## src/hw/rtl/bqsm_pkg.sv

```systemverilog
// Shared constants and types for the buffer queue state manager.
`timescale 1ns / 1ps

package bqsm_pkg;

  localparam int unsigned NumBuffers = 16;
  localparam int unsigned KeyW       = 4;
  localparam int unsigned LenW       = 5;
  localparam int unsigned StW        = 2;

  localparam logic [LenW-1:0] ResetCount = LenW'(2);
  localparam logic [LenW-1:0] MaxCount   = LenW'(NumBuffers);

  // Buffer state codes
  localparam logic [StW-1:0] StFree     = 2'd0;
  localparam logic [StW-1:0] StDequeued = 2'd1;
  localparam logic [StW-1:0] StQueued   = 2'd2;
  localparam logic [StW-1:0] StAcquired = 2'd3;

  // Request kinds
  localparam logic [1:0] KindRequest = 2'd0;
  localparam logic [1:0] KindSync    = 2'd1;
  localparam logic [1:0] KindReinit  = 2'd2;

  typedef struct packed {
    logic push;
    logic remove;
  } list_op_t;

  typedef struct packed {
    logic has;
    logic full;
  } list_stat_t;

  typedef struct packed {
    logic     ok;
    list_op_t free_op;
    list_op_t data_op;
  } move_t;

endpackage

```

## src/hw/rtl/bqsm_list.sv

```systemverilog
// Ordered key list with membership search, tail push and compacting removal.
`timescale 1ns / 1ps

module bqsm_list import bqsm_pkg::*; (
  input  logic            clk_i,
  input  logic            rst_ni,
  input  logic            reinit_i,
  input  logic [LenW-1:0] reinit_len_i,
  input  list_op_t        op_i,
  input  logic [KeyW-1:0] key_i,
  output list_stat_t      stat_o,
  output logic            head_valid_o,
  output logic [KeyW-1:0] head_key_o,
  output logic [LenW-1:0] len_o
);

  logic [KeyW-1:0]       order_q [NumBuffers];
  logic [KeyW-1:0]       order_d [NumBuffers];
  logic [LenW-1:0]       len_q, len_d;
  logic [NumBuffers-1:0] hit;
  logic [NumBuffers-1:0] past_hit;

  always_comb begin
    for (int i = 0; i < NumBuffers; i++) begin
      hit[i] = (LenW'(i) < len_q) && (order_q[i] == key_i);
    end
    past_hit[0] = hit[0];
    for (int i = 1; i < NumBuffers; i++) begin
      past_hit[i] = past_hit[i-1] | hit[i];
    end
  end

  assign stat_o.has  = |hit;
  assign stat_o.full = (len_q == MaxCount);

  always_comb begin
    for (int i = 0; i < NumBuffers; i++) begin
      order_d[i] = order_q[i];
    end
    len_d = len_q;
    if (reinit_i) begin
      for (int i = 0; i < NumBuffers; i++) begin
        order_d[i] = KeyW'(i);
      end
      len_d = reinit_len_i;
    end else if (op_i.remove) begin
      // close the gap: everything from the match onward moves down one slot
      for (int i = 0; i < NumBuffers - 1; i++) begin
        if (past_hit[i]) begin
          order_d[i] = order_q[i+1];
        end
      end
      len_d = len_q - LenW'(1);
    end else if (op_i.push) begin
      order_d[len_q[KeyW-1:0]] = key_i;
      len_d = len_q + LenW'(1);
    end
  end

  always_ff @(posedge clk_i or negedge rst_ni) begin
    if (!rst_ni) begin
      len_q <= '0;
    end else begin
      len_q <= len_d;
    end
  end

  always_ff @(posedge clk_i) begin
    for (int i = 0; i < NumBuffers; i++) begin
      order_q[i] <= order_d[i];
    end
  end

  assign head_valid_o = (len_q != '0);
  assign head_key_o   = head_valid_o ? order_q[0] : '0;
  assign len_o        = len_q;

endmodule

```

## src/hw/rtl/bqsm_rules.sv

```systemverilog
// Producer/consumer transition rules: decides a move and the list updates it needs.
`timescale 1ns / 1ps

module bqsm_rules import bqsm_pkg::*; (
  input  logic [1:0]     kind_i,
  input  logic           in_range_i,
  input  logic [StW-1:0] cur_i,
  input  logic [StW-1:0] tgt_i,
  input  list_stat_t     free_i,
  input  list_stat_t     data_i,
  output move_t          move_o
);

  logic go;

  always_comb begin
    case (kind_i)
      KindRequest: go = in_range_i;
      KindSync:    go = in_range_i &&
                        (((cur_i == StQueued) && (tgt_i == StFree)) ||
                         ((cur_i == StFree) && (tgt_i == StQueued)));
      default:     go = 1'b0;
    endcase
  end

  always_comb begin
    move_o = '0;
    if (go) begin
      if ((cur_i == StFree) && (tgt_i == StDequeued)) begin
        move_o.ok             = free_i.has;
        move_o.free_op.remove = free_i.has;
      end else if ((cur_i == StFree) && (tgt_i == StQueued)) begin
        move_o.ok             = free_i.has && !data_i.full;
        move_o.free_op.remove = move_o.ok;
        move_o.data_op.push   = move_o.ok;
      end else if ((cur_i == StDequeued) && (tgt_i == StQueued)) begin
        move_o.ok           = !data_i.has && !data_i.full;
        move_o.data_op.push = move_o.ok;
      end else if ((cur_i == StDequeued) && (tgt_i == StFree)) begin
        move_o.ok           = !free_i.has && !free_i.full;
        move_o.free_op.push = move_o.ok;
      end else if ((cur_i == StQueued) && (tgt_i == StAcquired)) begin
        // stays in the data list
        move_o.ok = 1'b1;
      end else if (((cur_i == StQueued) || (cur_i == StAcquired)) && (tgt_i == StFree)) begin
        move_o.ok             = data_i.has && !free_i.full;
        move_o.data_op.remove = move_o.ok;
        move_o.free_op.push   = move_o.ok;
      end
    end
  end

endmodule

```

## src/hw/rtl/buffer_queue_state_manager.sv

```systemverilog
// Top level: request register, buffer state table, free and data lists, result register.
`timescale 1ns / 1ps

// Tracks up to 16 buffers through free, dequeued, queued and acquired, with an
// ordered free list and data list. A request is captured in an input register and
// fully resolved once the result register is empty or its result is being taken;
// then the state table, both lists and the result register update together, so
// one request is taken every cycle while out_ready_i does not hold a result back.
// The list heads and lengths come straight from the list registers, which hold
// the state left by the request whose result is on offer. After reset the block
// first builds the free list and takes no request while it does so.
// buffer_count takes effect only at that setup and at each reinit request.
module buffer_queue_state_manager import bqsm_pkg::*; (
  input  logic            clk_i,
  input  logic            rst_ni,
  input  logic            cfg_we_i,
  input  logic [LenW-1:0] cfg_wdata_i,
  input  logic            in_valid_i,
  output logic            in_ready_o,
  input  logic [1:0]      kind_i,
  input  logic [KeyW-1:0] buffer_key_i,
  input  logic [StW-1:0]  target_state_i,
  output logic            out_valid_o,
  input  logic            out_ready_i,
  output logic            ok_o,
  output logic [StW-1:0]  buffer_state_now_o,
  output logic            free_head_valid_o,
  output logic [KeyW-1:0] free_head_key_o,
  output logic            data_head_valid_o,
  output logic [KeyW-1:0] data_head_key_o,
  output logic [LenW-1:0] free_length_o,
  output logic [LenW-1:0] data_length_o
);

  logic [LenW-1:0] count_q;
  logic [LenW-1:0] live_q, live_d;
  logic            init_q;
  logic            in_valid_q, in_valid_d;
  logic [1:0]      kind_q;
  logic [KeyW-1:0] key_q;
  logic [StW-1:0]  tgt_q;
  logic            out_valid_q, out_valid_d;
  logic            ok_q, ok_d;
  logic [StW-1:0]  st_now_q, st_now_d;
  logic [StW-1:0]  states_q [NumBuffers];
  logic [StW-1:0]  states_d [NumBuffers];

  logic            advance;
  logic            accept;
  logic            is_reinit;
  logic            reinit;
  logic            apply;
  logic            in_range;
  logic [LenW-1:0] clamp_cnt;
  logic [StW-1:0]  cur;
  list_stat_t      free_stat, data_stat;
  list_op_t        free_op, data_op;
  move_t           move;

  assign advance    = in_valid_q && (!out_valid_q || out_ready_i);
  assign in_ready_o = !init_q && (!in_valid_q || advance);
  assign accept     = in_valid_i && in_ready_o;
  assign in_valid_d = accept || (in_valid_q && !advance);

  assign is_reinit = (kind_q == KindReinit);
  assign reinit    = init_q || (advance && is_reinit);
  assign apply     = advance && !is_reinit;

  always_comb begin
    if (count_q == '0) begin
      clamp_cnt = LenW'(1);
    end else if (count_q > MaxCount) begin
      clamp_cnt = MaxCount;
    end else begin
      clamp_cnt = count_q;
    end
  end

  assign live_d   = reinit ? clamp_cnt : live_q;
  assign in_range = ({1'b0, key_q} < live_q);
  assign cur      = states_q[key_q];

  bqsm_rules u_rules (
    .kind_i     (kind_q),
    .in_range_i (in_range),
    .cur_i      (cur),
    .tgt_i      (tgt_q),
    .free_i     (free_stat),
    .data_i     (data_stat),
    .move_o     (move)
  );

  // drop list updates unless the request really resolves this cycle
  always_comb begin
    free_op.push   = apply && move.free_op.push;
    free_op.remove = apply && move.free_op.remove;
    data_op.push   = apply && move.data_op.push;
    data_op.remove = apply && move.data_op.remove;
  end

  bqsm_list u_free (
    .clk_i        (clk_i),
    .rst_ni       (rst_ni),
    .reinit_i     (reinit),
    .reinit_len_i (clamp_cnt),
    .op_i         (free_op),
    .key_i        (key_q),
    .stat_o       (free_stat),
    .head_valid_o (free_head_valid_o),
    .head_key_o   (free_head_key_o),
    .len_o        (free_length_o)
  );

  bqsm_list u_data (
    .clk_i        (clk_i),
    .rst_ni       (rst_ni),
    .reinit_i     (reinit),
    .reinit_len_i ('0),
    .op_i         (data_op),
    .key_i        (key_q),
    .stat_o       (data_stat),
    .head_valid_o (data_head_valid_o),
    .head_key_o   (data_head_key_o),
    .len_o        (data_length_o)
  );

  always_comb begin
    for (int i = 0; i < NumBuffers; i++) begin
      states_d[i] = states_q[i];
    end
    if (reinit) begin
      for (int i = 0; i < NumBuffers; i++) begin
        states_d[i] = StFree;
      end
    end else if (apply && move.ok) begin
      states_d[key_q] = tgt_q;
    end
  end

  // a reinit leaves every buffer free, so its reported state is free either way
  always_comb begin
    if (is_reinit) begin
      ok_d     = 1'b1;
      st_now_d = StFree;
    end else begin
      ok_d     = move.ok;
      st_now_d = in_range ? (move.ok ? tgt_q : cur) : StFree;
    end
  end

  assign out_valid_d = advance || (out_valid_q && !out_ready_i);

  always_ff @(posedge clk_i or negedge rst_ni) begin
    if (!rst_ni) begin
      count_q     <= ResetCount;
      live_q      <= ResetCount;
      init_q      <= 1'b1;
      in_valid_q  <= 1'b0;
      out_valid_q <= 1'b0;
      for (int i = 0; i < NumBuffers; i++) begin
        states_q[i] <= StFree;
      end
    end else begin
      if (cfg_we_i) begin
        count_q <= cfg_wdata_i;
      end
      live_q      <= live_d;
      init_q      <= 1'b0;
      in_valid_q  <= in_valid_d;
      out_valid_q <= out_valid_d;
      for (int i = 0; i < NumBuffers; i++) begin
        states_q[i] <= states_d[i];
      end
    end
  end

  always_ff @(posedge clk_i) begin
    if (accept) begin
      kind_q <= kind_i;
      key_q  <= buffer_key_i;
      tgt_q  <= target_state_i;
    end
    if (advance) begin
      ok_q     <= ok_d;
      st_now_q <= st_now_d;
    end
  end

  assign out_valid_o        = out_valid_q;
  assign ok_o               = ok_q;
  assign buffer_state_now_o = st_now_q;

endmodule
```

## config.mk

```make
export PLATFORM = sky130hd
export DESIGN_NAME = buffer_queue_state_manager
export DESIGN_NICKNAME = d
export VERILOG_FILES = /design/src/hw/rtl/bqsm_pkg.sv /design/src/hw/rtl/bqsm_list.sv /design/src/hw/rtl/bqsm_rules.sv /design/src/hw/rtl/buffer_queue_state_manager.sv
export SDC_FILE = /design/constraint.sdc
export NUM_CORES = 1
export LEC_CHECK = 0
export ABC_AREA = 1
export BUFFER_PORTS_ARGS = -buffer_cell sky130_fd_sc_hd__buf_2
export CAP_MARGIN = 20
export CORE_MARGIN = 8
export CORE_UTILIZATION = 29
export DETAILED_ROUTE_END_ITERATION = 10
export SLEW_MARGIN = 20
export SYNTH_ARGS = -nofsm -noshare
export SYNTH_HDL_FRONTEND = slang
export SYNTH_HIERARCHICAL = 1
export SYNTH_SLANG_ARGS = --single-unit
```

## constraint.sdc

```tcl
create_clock -name clk_i -period 4.2 [get_ports clk_i]
set_input_delay 0 -clock clk_i [delete_from_list [all_inputs] [get_ports clk_i]]
set_output_delay 0 -clock clk_i [all_outputs]
set_load 0.005 [all_outputs]
```

# ---- Word-level counts from Yosys, hierarchy flattened
# Memory sizes are Yosys's and may differ from the RTL's.
# Index checks and enable logic that the tools add are counted.
dict set report op_classes {
  n_addsub 4
  magnitude_cmp 40
  eq_ne 42
  muxes 85
  bitwise_logic 32
  n_reduce_logical 88
}
# cell n
set ops {}
lappend ops {{2-to-1 mux 64 bit} 4}
lappend ops {{2-to-1 mux 4 bit} 36}
lappend ops {{bitwise mux 64 bit} 2}
lappend ops {{== test 4 bit} 32}
lappend ops {{2-to-1 mux 60 bit} 2}
lappend ops {{< comparator 4 x 5 -> 1 bit (first input constant)} 16}
lappend ops {{2-to-1 mux 32 bit} 2}
lappend ops {{logical AND 1 bit} 59}
lappend ops {{2-to-1 mux 5 bit} 9}
lappend ops {{< comparator 3 x 5 -> 1 bit (first input constant)} 8}
lappend ops {{bitwise mux 32 bit} 1}
lappend ops {{demux 4 bit (select 4 bit)} 2}
lappend ops {{OR reduction 16 bit} 2}
lappend ops {{bitwise OR 1 bit} 28}
lappend ops {{< comparator 1 x 5 -> 1 bit (first input constant)} 4}
lappend ops {{< comparator 2 x 5 -> 1 bit (first input constant)} 4}
lappend ops {{2-to-1 mux 1 bit} 17}
lappend ops {{greater-or-equal comparator 5 bit (second input constant)} 3}
lappend ops {{< comparator 5 x 1 -> 1 bit (second input constant)} 3}
lappend ops {{inverter 4 -> 5 bit} 3}
lappend ops {{2-to-1 mux 2 bit} 7}
lappend ops {{adder 5 x 1 -> 5 bit (second input constant)} 2}
lappend ops {{== test 2 bit (second input constant)} 5}
lappend ops {{== test 5 bit (second input constant)} 2}
lappend ops {{16 further kinds} 38}
dict set report totals {
  regBits 66
  ramBits 128
  output_inout_bits 25
  word_cells 321
  n_memories 2
}
# memory depth width read_ports rd_ports_with_merged_regs write_ports line_no
set memory_table {}
lappend memory_table {u_data.order_q 16 4 16 0 16 bqsm_list.sv:17} ;# logic [KeyW-1:0] order_q [NumBuffers];
lappend memory_table {u_free.order_q 16 4 16 0 16 bqsm_list.sv:17}

# ---- Logic depth before layout (Yosys ltp)
# Gate-level depths: netlist of the first run.
# An unclocked memory read counts as a cell.
dict set report logic_depth {
  depth_word 20
  depth_mapped 31
  ltp_nobuf 31
}

# ---- Modules after synthesis
# The synthesis of the first run kept the hierarchy.
# mod n_inst cells_each area_each_um2
set modules_own_cells {}
lappend modules_own_cells {{bqsm_list at u_data} 1 702 4734.5}
lappend modules_own_cells {{bqsm_list at u_free} 1 707 4690.7}
lappend modules_own_cells {buffer_queue_state_manager 1 375 2831.5}
lappend modules_own_cells {bqsm_rules 1 44 225.2}

# ---- Least setup slack after synthesis of the first run
# Ideal clock, no wire load.
dict set report synth_timing {
  path_kind {register to register}
  startpoint {register key_q[2]}
  endpoint {memory u_data.order_q[4][2], in the netlist u_data/order_q[0][18]}
  t_arrival_ns 3.321
  slack_ns 0.739
  path_stages_with_launch 28
  path_buffers 2
  path_cell_list {edfxtp_1 > buf_4 > buf_6 > nor2_1 > nor2_1 > nand3_1 > nand2_1 > nor2_8 > nand2_4 > nor2_8 > nand4_4 > a211o_2 > nor2_1 > o211ai_1 > nor3_2 > inv_1 > nor2_1 > inv_1 > nor2_1 > inv_1 > nor2_1 > inv_1 > nor2_1 > inv_1 > nand2_1 > inv_1 > nand2_1 > o2111ai_1}
}
# item line_no
set synth_lines {}
lappend synth_lines {{start: declaration} buffer_queue_state_manager.sv:40} ;# logic [KeyW-1:0] key_q;
lappend synth_lines {{start signal: assignment} buffer_queue_state_manager.sv:180} ;# key_q <= buffer_key_i;
lappend synth_lines {{end: declaration} bqsm_list.sv:17}

==> metrics.txt, run 1 <==
status=finished clean; Register Area=4280 um^2; CTS clk-pin slew, worst paths=0.08 ns; Layout area overhead=16.3%; initial antenna violation count=0; Main synth FF type=dfxtp_1; Final min period=4.00 ns; Crit path depth=21; Cell Count, Final, Fillers Out=2467; vias in the first global route=12100; CP startpoint=key_q[2]; CTS tree=built; Sink Count=194; Arr. time, crit path=4.38 ns; actual slew at the worst max-slew pin=0.831 ns; number of flops mapped to enable cells by yosys=11; worst reg2reg setup slack=0.20 ns; total core area=42800 um^2; crit path max-delay cell type=edfxtp_1; diode count=0; Clock Tree Buf Depth=2; drt wl/cell=15.6 um; FF+latch count, synth=194; multi-input logic area=7150 um^2; IO Count=43; CP endpoint kind=flop; Crit path max-delay family=simple AND/OR/NAND/NOR gates; RD Place Congestion=0.923; Seq/Total Area, Yosys=34.2%; synthesis warning total=6; die area=49900 um^2; Residual DRC=0; Max-cap violations=0; Clock Latency Late Sink=0.46 ns; fill count=4580; first-pass GRT wire length=62.4 mm; final setup vio count=0; Synth area leader=dfxtp_1; share of the synthesized area in the top cell type=20.5%; Mapped Cells=1828; crit-path cells=buf_4 > buf_4 > xor2_1 > nor4_1 > nor2_1 > nand4_4 > a211o_1 > inv_1 > nor2_1 > o21ai_2 > nor3_2 > inv_1 > nor2_1 > inv_1 > nor2_4 > nand2_1 > nor2_2 > inv_1 > nand2_1 > nand3_1 > a31oi_1; crit path buf inv count=6; share of cells above drive strength 1=15.1%; Reg-to-Reg Start=key_q[2]; Worst Skew=0.0138 ns; largest net degree at the start of global routing=78; DP Area=13500 um^2; fmax=250 MHz; DP HPWL=26.9 mm; CTS root buf=clkbuf_16; worst vdd ir=0.000257 V; final period utilization=95.2%; drt total wl=38.4 mm; CP max FO=13; critical path required time=4.58 ns; 1st-pass router iterations=6; Leak=6.22 nW; fin area=14500 um^2; via/cell ratio=5.10; Cell Pwr Density=308 nW/um^2; GR Overflow Total=0; CTS HTree Levels=4; Worst setup endpoint=u_data/order_q[0][27]; Initial Util=29.2%; TritonCTS buffer count=17; gr usage total=15.2%; placed insts=2404; RSZ-0062 raised after global routing=true; Worst Reg-to-Reg Cells=21; final hold viol count=0; Post-Route Setup TNS=0 ns; top post-synthesis cells by area=dfxtp_1 21%, nand2_1 17%, dfrtp_1 10%, nand3_1 6.6%, inv_1 4.7%; total power=4.47 mW; Syn Area/Cell=6.83 um^2; R2R Path End=u_data/order_q[0][27]; Port Buf Inserts=42; Hold/Removal Path Class=primary input to asynchronous set/reset pin; FP Rows=76; die span in x=223 um; die height=223 um; Final Slew Violations=0; via count=12600; CP Launch Type=flop; Yosys cell types=53; initial DRC count=1043; hold_ws=0.234 ns; Mapped Area=12500 um^2; Crit Path Category=flop to flop; Async SR Flop Fraction=28.4%; Most Frequent Cell on Critical Path=inv_1; CP max stage delay=0.48 ns; Final nets=1939; Antenna Nets Post-Route=0; Max transition margin=44.5%
## sequential cells by signal, summed over array words and instances (netlist names)
signal / flops
buffer_state_now_o: 2
count_q: 5
in_valid_q: 1
init_q: 1
key_q: 4
kind_q: 2
live_q: 5
ok_o: 1
out_valid_o: 1
states_q: 32
tgt_q: 2
u_data/len_o: 5
u_data/order_q: 64
u_free/len_o: 5
u_free/order_q: 64
## logic make-up (layout without fill, tap and decap cells)
| logic type | Yosys count | after routing | synth area share (%) |
|---|---|---|---|
| flops | 194 | 194 | 34.2 |
| other cells | 1 | 6 | 0.0300 |
| simple gates | 966 | 966 | 34.5 |
| buf+inv | 268 | 356 | 9.58 |
| compound gates | 316 | 316 | 15.5 |
| xor+xnor | 70 | 70 | 4.91 |
| fa+ha+maj | 13 | 13 | 1.30 |
## cells in the mapped netlist (all sizes together) (2+ instances only)
cell type,number
nor2,165
a211oi,2
edfxtp,11
o2111ai,16
dfrtp,52
inv,183
dfstp,3
a31oi,41
nand2,589
nor4,4
xor2,51
a211o,2
o211a,2
o211ai,19
o221ai,9
clkinv,6
o21ai,113
nor3,10
a221oi,2
clkbuf,35
a21oi,80
a22oi,6
o22ai,21
xnor2,19
nand3,183
buf,44
dfxtp,128
nand4,15
ha,13
o31ai,2
## worst min path at each step
| stage | from | to | slack (ns) |
|---|---|---|---|
| 2_1_floorplan | rst_ni | count_q[0] | -0.30 |
| 3_3_place_gp | target_state_i[0] | tgt_q[0] | 0.18 |
| 3_5_place_dp | kind_i[1] | kind_q[1] | 0.18 |
| 4_1_cts | kind_i[1] | kind_q[1] | 0.23 |
| 5_1_grt | target_state_i[0] | tgt_q[0] | 0.25 |
| 6_report | rst_ni | states_q[12] | 0.23 |
## worst min-delay path: stages
cell and delay, ns:
dlygate4sd3_1 0.52, buf_2 0.09, buf_4 0.60
## cell usage in the layout (no fill, tap or decap), drive strengths merged, types with 3 or more instances in the layout
| master | instances |
|---|---|
| a21oi | 80 |
| conb | 6 |
| nor2 | 165 |
| dfrtp | 52 |
| nand3 | 183 |
| o22ai | 21 |
| nand2 | 589 |
| inv | 192 |
| dfstp | 3 |
| ha | 13 |
| nand4 | 15 |
| o2111ai | 16 |
| buf | 108 |
| xnor2 | 19 |
| a22oi | 6 |
| a31oi | 41 |
| nor3 | 10 |
| dfxtp | 128 |
| clkbuf | 18 |
| o21ai | 113 |
| nor4 | 4 |
| dlygate4sd3 | 26 |
| clkinv | 8 |
| edfxtp | 11 |
| o211ai | 19 |
| clkinvlp | 3 |
| xor2 | 51 |
| o221ai | 9 |
## through the flow
step | util (%) | setup WS [ns]
floorplan | - | 0.739
global placement | 31.5 | 0.000830
detailed placement | 31.5 | -0.0976
CTS | 33.5 | 0.0622
global route | 33.9 | -0.0541
finish | 33.9 | 0.201
## power breakdown
| group | internal, mW | switching (mW) |
|---|---|---|
| registers | 1.91 | 0.0576 |
| logic | 0.273 | 0.543 |
| clock network | 0.849 | 0.837 |
## per-layer routing
layer	share of wire [%]	track usage [%]	wire [um]	vias up
met5	0	0	0	-
met4	2.2	5.08	839	0
met1	47	20.4	17900	5936
li1	-	-	-	6161
met3	5.8	2.60	2220	64
met2	45	24.5	17500	430
## area by class of cell
class,instances,area share (%)
Multi-Input combinational cell,1371,49.3
Sequential cell,194,29.4
Timing Repair Buffer,135,7.57
Inverter,189,4.99
Tap cell,546,4.70
Clock buffer,17,2.93
Clock inverter,15,1.11
## what timing repair did
item                                    CTS  global route
hold buffers                             26             0
hold endpoints to repair                 70             0
endpoints found under the setup margin   15           115
buffers inserted                          0             4
pin swaps                                 0             5
gates resized for setup                   2            44
gates cloned                              0             1
(Power assumes the default switching activity.)
==> run 2: changes to the inputs <==
PLACE_DENSITY = 0.53   (was unset)
==> run 2 against run 1 <==
  * Final cell count is 0.53% higher
  * Combinational power is 3.3% higher
  * Worst setup slack better by 0.049 ns
  * Largest cell class unchanged
  * Via count is 0.60% lower
==> metrics.txt, run 2 (same netlist as run 1, synthesis figures left out) <==
Sink Count=194; CP startpoint=key_q[0]; worst vdd ir=0.000233 V; fmax=253 MHz; diode count=0; CP endpoint kind=flop; multi-input logic area=7150 um^2; Max transition margin=37.7%; Port Buf Inserts=42; Final nets=1952; critical path required time=4.50 ns; CTS clk-pin slew, worst paths=0.09 ns; Antenna Nets Post-Route=0; RD Place Congestion=0.889; Clock Latency Late Sink=0.47 ns; Finished Core Util=34.3%; total core area=42800 um^2; Clock Tree Buf Depth=2; Top Registers=u_data/order_q x64, u_free/order_q x64, states_q x32; CP Launch Type=flop; CP max stage delay=0.42 ns; drt wl/cell=16.0 um; die height=223 um; final setup vio count=0; share of cells above drive strength 1=15.6%; CTS tree=built; Post-Route Setup TNS=0 ns; CTS root buf=clkbuf_16; via count=12500; Worst setup endpoint=u_free/order_q[0][20]; Leak=6.29 nW; Final Slew Violations=0; Hold/Removal Path Class=primary input to asynchronous set/reset pin; via/cell ratio=5.05; die area=49900 um^2; actual slew at the worst max-slew pin=0.933 ns; Crit Path Category=flop to flop; drt total wl=39.8 mm; Reg-to-Reg Start=key_q[0]; CP max FO=34; Final min period=3.95 ns; die span in x=223 um; TritonCTS buffer count=17; final period utilization=94.0%; vias in the first global route=11900; Layout area overhead=17.5%; final hold viol count=0; most common cell after layout, fill and taps aside=nand2_1; FP Rows=76; Worst Skew=0.0192 ns; Max-cap violations=0; CTS HTree Levels=4; crit path max-delay cell type=edfxtp_1; fill count=4593; R2R Path End=u_free/order_q[0][20]; total power=4.54 mW; GR Overflow Total=0; 1st-pass router iterations=6; Worst Reg-to-Reg Cells=25; Arr. time, crit path=4.25 ns; largest net degree at the start of global routing=75; RSZ-0062 raised after global routing=false; initial antenna violation count=0; status=finished clean; Cell Pwr Density=310 nW/um^2; gr usage total=15.6%; Initial Util=29.2%; DP HPWL=27.7 mm; first-pass GRT wire length=63.7 mm; worst reg2reg setup slack=0.25 ns; Residual DRC=0; IO Count=43; most frequent cells in the layout=554 x nand2_1, 165 x nand3_1, 154 x inv_1, 128 x dfxtp_1, 126 x nor2_1; initial DRC count=1108; Register Area=4280 um^2
==> run 2: worst min-delay path by stage <==
stage                           start         end  slack (ns)  cells after the start
floorplan                      rst_ni  count_q[0]       -0.30                      0
global placement      buffer_key_i[1]    key_q[1]        0.18                      1
detailed placement          kind_i[0]   kind_q[0]        0.18                      1
CTS                 target_state_i[0]    tgt_q[0]        0.21                      2
global route          buffer_key_i[1]    key_q[1]        0.24                      2
finish                         rst_ni   live_q[2]        0.22                      3
==> run 2: critical path, delay by kind of cell, from the launching register on <==
kind	cells	cell delay, ns
and+or+nand+nor	15	1.86
buffers and inverters	6	0.73
AOI/OAI and AO/OA	3	0.60
DFF	1	0.42
xor gates and xnor gates	1	0.16
==> run 2: cell type report <==
type / instances / share of cell area [%]
multi-input cells: 1371 / 48.8
repair buffers: 148 / 8.32
flip-flops and latches: 194 / 29.2
well taps: 546 / 4.66
clock buffers: 20 / 3.19
clock inverters: 12 / 0.939
inverters: 189 / 4.98
==> run 2: power breakdown <==
| group | switching [mW] | internal (mW) |
|---|---|---|
| Sequential | 0.0595 | 1.91 |
| Combinational | 0.553 | 0.290 |
| Clock | 0.839 | 0.893 |
==> run 2: per-layer routing <==
layer	part of all wire (%)	vias up	wire length [um]	track usage, %
met1	46	5927	18400	21.1
met5	0	-	0	0
met4	1.4	0	549	4.06
met2	46	367	18500	25.5
li1	-	6181	-	-
met3	5.8	40	2300	2.74
==> run 2: what timing repair did <==
item | in CTS | in global routing
endpoints found under the setup margin | 0 | 117
setup buffers | 0 | 4
hold buffers | 27 | 0
endpoints found under the hold margin | 70 | 0
resized for setup | 0 | 51
==> run 2: stage by stage <==
stage	hold WS, ns	instance area, um^2	instances	setup WS (ns)
global placement	0.177	13600	2415	0.110
detailed placement	0.179	13600	2415	0.0534
finish	0.221	14700	2480	0.250
floorplan	-0.296	12500	1833	0.739
CTS	0.214	14500	2474	0.0377
global route	0.236	14700	2480	0.00192
